<file path="src/hdl/lms_pkg.sv">
// shared types and constants for the led matrix scroll scanner
`timescale 1ns / 1ps

package lms_pkg;

  // line store size unless the top level is told otherwise
  localparam int BUFFER_DEPTH_DEFAULT = 64;

  // zero columns shown before the line in scroll mode
  localparam logic [7:0] PAD_COLUMNS = 8'd8;
  // extra positions past the line length before the offset wraps
  localparam logic [7:0] WRAP_EXTRA  = 8'd7;
  // saturation point of the scroll tick counter
  localparam logic [15:0] COUNT_MAX  = 16'hFFFF;

  localparam int CFG_DATA_W  = 16;
  localparam int CFG_INDEX_W = 2;

  // request codes
  localparam logic REQ_LOAD = 1'b0;
  localparam logic REQ_TICK = 1'b1;

  // configuration register indexes
  localparam logic [CFG_INDEX_W-1:0] CFG_SCROLL_MODE        = 2'd0;
  localparam logic [CFG_INDEX_W-1:0] CFG_LINE_LENGTH        = 2'd1;
  localparam logic [CFG_INDEX_W-1:0] CFG_SCROLL_PERIOD      = 2'd2;
  localparam logic [CFG_INDEX_W-1:0] CFG_COLUMNS_ACTIVE_LOW = 2'd3;

  // reset value of the scroll period register
  localparam logic [15:0] SCROLL_PERIOD_RESET = 16'd100;

  // input beat
  typedef struct packed {
    logic       req_type;
    logic [5:0] load_index;
    logic [7:0] load_data;
  } in_beat_t;

  // result beat
  typedef struct packed {
    logic [7:0] row_bits;
    logic [2:0] column_index;
    logic [7:0] column_drive;
    logic [6:0] scroll_position;
  } out_beat_t;

  // per-tick information that travels alongside the store read
  typedef struct packed {
    logic       blank;
    logic [2:0] column_index;
    logic [7:0] column_drive;
    logic [6:0] scroll_position;
  } scan_info_t;

endpackage

</file>
<file path="src/hdl/lms_line_store.sv">
// line buffer memory with one write port and one registered read port
`timescale 1ns / 1ps

module lms_line_store import lms_pkg::*; #(
  parameter int BUFFER_DEPTH = BUFFER_DEPTH_DEFAULT
) (
  input  logic                            clk,
  input  logic                            wr_en,
  input  logic [5:0]                      wr_index,
  input  logic [7:0]                      wr_data,
  input  logic                            rd_en,
  input  logic [$clog2(BUFFER_DEPTH)-1:0] rd_addr,
  output logic [7:0]                      rd_data
);

  localparam int ADDR_W = $clog2(BUFFER_DEPTH);
  localparam logic [8:0] DEPTH_LIMIT = 9'(BUFFER_DEPTH);

  logic [7:0]        mem [BUFFER_DEPTH];
  logic [8:0]        wr_index_wide;
  logic              wr_in_range;
  logic [ADDR_W-1:0] wr_addr;

  // loads beyond the store are dropped
  assign wr_index_wide = {3'b000, wr_index};
  assign wr_in_range   = wr_index_wide < DEPTH_LIMIT;
  assign wr_addr       = wr_index_wide[ADDR_W-1:0];

  // write and registered read
  always_ff @(posedge clk) begin
    if (wr_en && wr_in_range) begin
      mem[wr_addr] <= wr_data;
    end
    if (rd_en) begin
      rd_data <= mem[rd_addr];
    end
  end

endmodule

</file>
<file path="src/hdl/lms_scan_ctrl.sv">
// configuration registers, column and scroll state, and read address generation
`timescale 1ns / 1ps

module lms_scan_ctrl import lms_pkg::*; #(
  parameter int BUFFER_DEPTH = BUFFER_DEPTH_DEFAULT
) (
  input  logic                            clk,
  input  logic                            rst,
  input  logic                            cfg_write,
  input  logic [CFG_INDEX_W-1:0]          cfg_index,
  input  logic [CFG_DATA_W-1:0]           cfg_data,
  input  logic                            step,
  output logic [$clog2(BUFFER_DEPTH)-1:0] rd_addr,
  output scan_info_t                      info
);

  localparam int ADDR_W = $clog2(BUFFER_DEPTH);
  localparam logic [8:0] DEPTH_LIMIT = 9'(BUFFER_DEPTH);
  localparam logic [6:0] DEPTH_LEN   = (BUFFER_DEPTH > 127) ? 7'd127 : 7'(BUFFER_DEPTH);

  // configuration
  logic        scroll_mode;
  logic [6:0]  line_length;
  logic [15:0] scroll_period;
  logic        columns_active_low;

  // scan state
  logic [2:0]  column_counter;
  logic [6:0]  scroll_offset;
  logic [15:0] tick_count;

  logic [2:0]  column_counter_next;
  logic [6:0]  scroll_offset_next;
  logic [15:0] tick_count_next;

  logic [6:0]  eff_length;
  logic [15:0] count_inc;
  logic        wrapped;
  logic        advance;
  logic [7:0]  offset_inc;
  logic [7:0]  wrap_point;
  logic [7:0]  virt_pos;
  logic [7:0]  line_pos;
  logic        scroll_blank;
  logic [7:0]  sel_pos;
  logic [8:0]  sel_pos_wide;
  logic [7:0]  one_hot;

  // configuration writes
  always_ff @(posedge clk) begin
    if (rst) begin
      scroll_mode        <= 1'b0;
      line_length        <= 7'd0;
      scroll_period      <= SCROLL_PERIOD_RESET;
      columns_active_low <= 1'b1;
    end else if (cfg_write) begin
      unique case (cfg_index)
        CFG_SCROLL_MODE:        scroll_mode        <= cfg_data[0];
        CFG_LINE_LENGTH:        line_length        <= cfg_data[6:0];
        CFG_SCROLL_PERIOD:      scroll_period      <= cfg_data[15:0];
        CFG_COLUMNS_ACTIVE_LOW: columns_active_low <= cfg_data[0];
      endcase
    end
  end

  // line length clipped to the store size
  assign eff_length = ({2'b00, line_length} > DEPTH_LIMIT) ? DEPTH_LEN : line_length;

  // column, tick count and scroll offset update for one tick
  always_comb begin
    column_counter_next = column_counter + 3'd1;
    wrapped             = column_counter_next == 3'd0;
    count_inc           = (scroll_mode && tick_count != COUNT_MAX) ? tick_count + 16'd1
                                                                   : tick_count;
    advance             = wrapped && scroll_mode && (count_inc >= scroll_period);
    offset_inc          = {1'b0, scroll_offset} + 8'd1;
    wrap_point          = {1'b0, eff_length} + WRAP_EXTRA;
    scroll_offset_next  = scroll_offset;
    tick_count_next     = count_inc;
    if (advance) begin
      scroll_offset_next = (offset_inc >= wrap_point) ? 7'd0 : offset_inc[6:0];
      tick_count_next    = 16'd0;
    end
  end

  always_ff @(posedge clk) begin
    if (rst) begin
      column_counter <= 3'd0;
      scroll_offset  <= 7'd0;
      tick_count     <= 16'd0;
    end else if (step) begin
      column_counter <= column_counter_next;
      scroll_offset  <= scroll_offset_next;
      tick_count     <= tick_count_next;
    end
  end

  // position in the padded line and whether it falls in the padding
  always_comb begin
    virt_pos     = {1'b0, scroll_offset_next} + {5'b00000, column_counter_next};
    line_pos     = virt_pos - PAD_COLUMNS;
    scroll_blank = (virt_pos < PAD_COLUMNS) || (line_pos >= {1'b0, eff_length});
    sel_pos      = scroll_mode ? line_pos : {5'b00000, column_counter_next};
    sel_pos_wide = {1'b0, sel_pos};
  end

  assign rd_addr = sel_pos_wide[ADDR_W-1:0];

  // column drive pattern
  assign one_hot = 8'b0000_0001 << column_counter_next;

  always_comb begin
    info.blank           = scroll_mode && scroll_blank;
    info.column_index    = column_counter_next;
    info.column_drive    = one_hot ^ {8{columns_active_low}};
    info.scroll_position = scroll_offset_next;
  end

endmodule

</file>
<file path="src/hdl/led_matrix_scroll_scanner_core.sv">
// top level of the led matrix scroll scanner
`timescale 1ns / 1ps

// Column scanner for an 8x8 LED matrix, static or scrolling.
// Input channel (in_valid, in_stall, in_data): a load beat writes one column
// byte into the line store and gives no result; a tick beat steps the column
// counter and gives exactly one result beat.
// Output channel (out_valid, out_stall, out_data): row pattern, column index,
// column drive pattern and scroll position for each tick.
// Configuration (cfg_write, cfg_index, cfg_data): 0 scroll mode, 1 line length,
// 2 scroll period, 3 columns active low; write only while the block is idle.
// out_valid rises when the read stage moves into the output register; the store
// read register loads at the accepting edge and the output register when the
// read stage moves on. Throughput: one beat per cycle while in_stall is low,
// set by the store read port. A result waiting under out_stall does not block
// the next tick: the read stage holds one more, and only then is in_stall raised.
// Reset clears the column counter, scroll offset, tick count and all valid
// flags, and returns the configuration to its reset values; line store
// contents are undefined until loaded.

module led_matrix_scroll_scanner_core import lms_pkg::*; #(
  parameter int BUFFER_DEPTH = BUFFER_DEPTH_DEFAULT
) (
  input  logic                   clk,
  input  logic                   rst,
  input  logic                   in_valid,
  output logic                   in_stall,
  input  in_beat_t               in_data,
  output logic                   out_valid,
  input  logic                   out_stall,
  output out_beat_t              out_data,
  input  logic                   cfg_write,
  input  logic [CFG_INDEX_W-1:0] cfg_index,
  input  logic [CFG_DATA_W-1:0]  cfg_data
);

  localparam int ADDR_W = $clog2(BUFFER_DEPTH);

  logic              in_accept;
  logic              tick_accept;
  logic              load_accept;
  logic              s1_valid;
  logic              s1_move;
  scan_info_t        s1_info;
  scan_info_t        info;
  logic [ADDR_W-1:0] rd_addr;
  logic [7:0]        rd_data;

  // handshake
  assign s1_move     = s1_valid && (!out_valid || !out_stall);
  assign in_stall    = s1_valid && !s1_move;
  assign in_accept   = in_valid && !in_stall;
  assign tick_accept = in_accept && (in_data.req_type == REQ_TICK);
  assign load_accept = in_accept && (in_data.req_type == REQ_LOAD);

  // scan state and address generation
  lms_scan_ctrl #(
    .BUFFER_DEPTH(BUFFER_DEPTH)
  ) u_ctrl (
    .clk       (clk),
    .rst       (rst),
    .cfg_write (cfg_write),
    .cfg_index (cfg_index),
    .cfg_data  (cfg_data),
    .step      (tick_accept),
    .rd_addr   (rd_addr),
    .info      (info)
  );

  // line buffer
  lms_line_store #(
    .BUFFER_DEPTH(BUFFER_DEPTH)
  ) u_store (
    .clk      (clk),
    .wr_en    (load_accept),
    .wr_index (in_data.load_index),
    .wr_data  (in_data.load_data),
    .rd_en    (tick_accept),
    .rd_addr  (rd_addr),
    .rd_data  (rd_data)
  );

  // read stage, alongside the store read register
  always_ff @(posedge clk) begin
    if (rst) begin
      s1_valid <= 1'b0;
    end else if (tick_accept) begin
      s1_valid <= 1'b1;
    end else if (s1_move) begin
      s1_valid <= 1'b0;
    end
  end

  always_ff @(posedge clk) begin
    if (tick_accept) begin
      s1_info <= info;
    end
  end

  // output register
  always_ff @(posedge clk) begin
    if (rst) begin
      out_valid <= 1'b0;
    end else if (s1_move) begin
      out_valid <= 1'b1;
    end else if (!out_stall) begin
      out_valid <= 1'b0;
    end
  end

  always_ff @(posedge clk) begin
    if (s1_move) begin
      out_data.row_bits        <= s1_info.blank ? 8'd0 : rd_data;
      out_data.column_index    <= s1_info.column_index;
      out_data.column_drive    <= s1_info.column_drive;
      out_data.scroll_position <= s1_info.scroll_position;
    end
  end

endmodule
</file>
<file path="config.mk">
export PLATFORM = sky130hd
export DESIGN_NAME = led_matrix_scroll_scanner_core
export DESIGN_NICKNAME = d
export VERILOG_FILES = /design/src/hdl/lms_pkg.sv /design/src/hdl/lms_line_store.sv /design/src/hdl/lms_scan_ctrl.sv /design/src/hdl/led_matrix_scroll_scanner_core.sv
export SDC_FILE = /design/constraint.sdc
export NUM_CORES = 1
export LEC_CHECK = 0
export ABC_CLOCK_PERIOD_IN_PS = 9400
export BUFFER_PORTS_ARGS = -buffer_cell sky130_fd_sc_hd__buf_4
export CAP_MARGIN = 10
export CORE_MARGIN = 2
export CORE_UTILIZATION = 55
export CTS_CLUSTER_SIZE = 16
export DETAILED_ROUTE_END_ITERATION = 7
export HOLD_SLACK_MARGIN = 0.03
export PLACE_DENSITY = 0.72
export SETUP_SLACK_MARGIN = 0.1
export SLEW_MARGIN = 20
export SYNTH_ARGS = -nofsm -noshare
export SYNTH_HDL_FRONTEND = slang
export SYNTH_SLANG_ARGS = --single-unit
</file>
<file path="constraint.sdc">
create_clock -name clk -period 9.4 [get_ports clk]
set_clock_uncertainty 0.15 [all_clocks]
set_input_delay 2.82 -clock clk [delete_from_list [all_inputs] [get_ports clk]]
set_output_delay 2.82 -clock clk [all_outputs]
set_load 0.03 [all_outputs]
</file>
==> qor.yml <==
status:
  status: "complete, no violations"
clocking:
  clock_sinks: 618
  cts_resized: 0
  cts.clk_slew.worst_paths_ps: 70
  numCtsBuffers: 60
  post_cts_buffers: 0
  cts_max_level: 2
  cts_root_buffer: "clkbuf_16"
  clk_latency_ps: 640
  cts_hold_buf: 0
  cts_tree: "yes"
  clk_path_buf_depth: 3
sta:
  setup_viol: 0
  timing.final.crit_period_ps: 8130
  final_hold_viol_count: 0
  drv_slew: 0
  slew_headroom: 0.325
  rsz0062_at_grt: "no"
  tightestPinTransition_ps: 1010
  tns_ps: 0
  fin_crit_sh: 0.865
  max_freq_mhz: 123
cells_and_area:
  drive_above_1_share: 0.190
  final_area_sq_um: 28700
  fin_nets: 1704
  area_growth_pct: 12.6
  num_antenna_cells: 0
critical_path:
  path_max_fanout: 34
  reg2reg_from: "u_ctrl.scroll_mode"
  reg2reg_to: "u_store.rd_data[0]"
  crit_path_end_kind: "register"
  crit_required_ps: 9620
  arrival_ps: 8340
  critical_path_class: "reg2reg"
  start_kind: "register"
  r2r_setup_slack_ps: 1270
  r2r_cells: 24
synth:
  synth_edf_count: 565
  yosys.area.top_type_share: 0.667
  yosysSeqAreaShare: 0.708
  syn_area_per_cell_sq_um: 16.4
  synth_fp_nets: 1636
  yosys.area.top_type: "edfxtp_1"
  yosys_most_used_dff: "edfxtp_1"
  netlist_area_sq_um: 25400
  netlist_instances: 1555
  netlist_top_cells_area: "edfxtp_1 67%, mux4_2 11%, dfxtp_1 4.2%"
  synth-warning-count: 0
  synthArstFlopShare: 0
  synth_cell_types: 63
  ys_seq_elements: 618
routing:
  vias: 13903
  drt-pass1-iter-count: 5
  detail-route-antenna-nets: 0
  viasPerCell: 6.12
  drt-initial-drc-count: 1303
  routed_wl_um: 55100
  wl_per_cell_um: 24.2
  drc: 0
power:
  leakagePower_uw: 0.00956
  power_density_nw_per_um2: 210
  finalPower_uw: 6030
  peakVddDrop_v: 0.000173
job:
  drv_cap: 0
floorplanning:
  ios: 66
  row_count: 78
  dieHeight_um: 219
  start_util: 0.560
  die_w_um: 219
  core_area_sq_um: 45500
  die_area_sq_um: 48000
min_path:
  holdPathEnd: "out_data[16]"
  hp-class: "reg2reg"
  min-delay-start: "s1_info[16]"
  hold_path_depth: 0
global_routing:
  grt_pass1_wl_um: 83300
  overflow: 0
  antenna_found_initial: 0
  grt_max_degree: 68
  grt_use_total: 0.236
  grt_pass1_vias: 13956
placement:
  gp_congestion: 0.878
  dp.final_hpwl_um: 33600
  place_area_sq_um: 26600
  port_buffers: 65
layer usage:
layer | track usage | routed length [um] | up-vias
met3 | 0.0535 | 4790 | 109
li1 | - | - | 6161
met2 | 0.376 | 26200 | 647
met1 | 0.324 | 22200 | 6986
met5 | 0 | 0 | -
met4 | 0.0829 | 1810 | 0
cells in the final DEF (no fill, tap or decap), drive strengths merged, types with 3 or more instances in the layout:
cell,count
edfxtp,565
dfxtp,53
o22ai,6
a21oi,67
ha,42
o21ai,15
a211oi,6
mux4,128
clkinvlp,3
nor3,25
nand2,178
xor2,10
mux2i,28
nand3,35
and3,19
clkinv,24
clkbuf,74
a211o,4
a21o,8
bufinv,8
nand3b,7
xnor2,31
mux2,3
a221oi,3
nand4,9
nor2b,11
nor2,119
o31ai,3
a31oi,14
and2,4
a22oi,17
buf,82
nand2b,6
inv,39
synth_stat cells (all sizes together), types with 6 or more instances:
library cell / number
nand3b: 7
nor2b: 11
edfxtp: 565
nand3: 35
and3: 19
a31oi: 14
a211oi: 6
ha: 42
a21o: 8
nor2: 119
buf: 23
clkbuf: 53
inv: 37
nand4: 9
mux4: 128
xor2: 10
a22oi: 17
dfxtp: 53
o21ai: 15
o22ai: 6
a21oi: 67
nor3: 25
nand2: 178
nand2b: 6
xnor2: 31
mux2i: 28
stage by stage:
stage               setup slack, ps  instances  utilization  hold WS [ps]
floorplan                      2140       1555            -           250
global placement               1510       2160        0.585           254
detailed placement             1280       2160        0.585           255
finish                         1270       2272        0.630           267
global route                    691       2272        0.630           280
CTS                            1230       2271        0.630           271
worst max-delay path by stage:
stage,start,endpoint,slack (ps),depth (start not counted)
final,u_ctrl.scroll_mode,u_store.rd_data[0],1270,24
after global routing,u_ctrl.scroll_mode,u_store.rd_data[0],690,24
after CTS,u_ctrl.scroll_mode,u_store.rd_data[6],1230,24
after detailed placement,u_ctrl.scroll_mode,u_store.rd_data[6],1280,24
after global placement,u_ctrl.scroll_mode,u_store.rd_data[6],1510,24
after floorplan,u_ctrl.tick_count[2],u_store.rd_data[5],2140,29
logic make-up after synthesis:
family	synth area share
DFF	0.708
and+or+nand+nor	0.0739
muxes	0.126
AOI/OAI and AO/OA	0.0378
buffers and inverters	0.0176
adders and majority gates	0.0218
xor gates and xnor gates	0.0141
other	0.000147
registers in the layout, indices dropped and copies added (netlist names):
| register | count |
|---|---|
| out_data | 26 |
| out_valid | 1 |
| s1_info | 19 |
| s1_valid | 1 |
| u_ctrl.column_counter | 3 |
| u_ctrl.columns_active_low | 1 |
| u_ctrl.line_length | 7 |
| u_ctrl.scroll_mode | 1 |
| u_ctrl.scroll_offset | 7 |
| u_ctrl.scroll_period | 16 |
| u_ctrl.tick_count | 16 |
| u_store.mem | 512 |
| u_store.rd_data | 8 |
critical path, cell delays in order (launching register included):
cell and delay, ps:
dfxtp_1 730, inv_1 250, a31oi_1 570, and3_1 300
nand4_1 220, nor3_1 320, nand4_1 160, xnor2_1 210
ha_1 290, nand4_1 150, nor3_1 80, or4_4 490
o31a_1 430, and3_1 240, a21oi_1 280, fa_1 550
a21oi_4 530, buf_12 360, buf_12 260, mux4_2 520
mux2i_1 160, mux2i_1 110, o22a_1 200, a2bb2oi_1 120
a21boi_1 130
cell type report:
| cell class | instances | area, sq um |
|---|---|---|
| Sequential cell | 618 | 18000 |
| Fill cell | 3211 | 16800 |
| Tap cell | 600 | 751 |
| Timing Repair Buffer | 82 | 686 |
| Inverter | 37 | 139 |
| Multi-Input combinational cell | 824 | 7030 |
| Clock inverter | 37 | 427 |
| Clock buffer | 74 | 1610 |
power by group:
part / leakage [uW] / total [uW] / switching [uW] / internal [uW]
logic: 0.00306 / 532 / 310 / 222
registers: 0.00552 / 3040 / 14.9 / 3030
clock network: 0.000987 / 2460 / 1020 / 1430
total: 0.00956 / 6030 / 1350 / 4680
(Power assumes the default switching activity.)
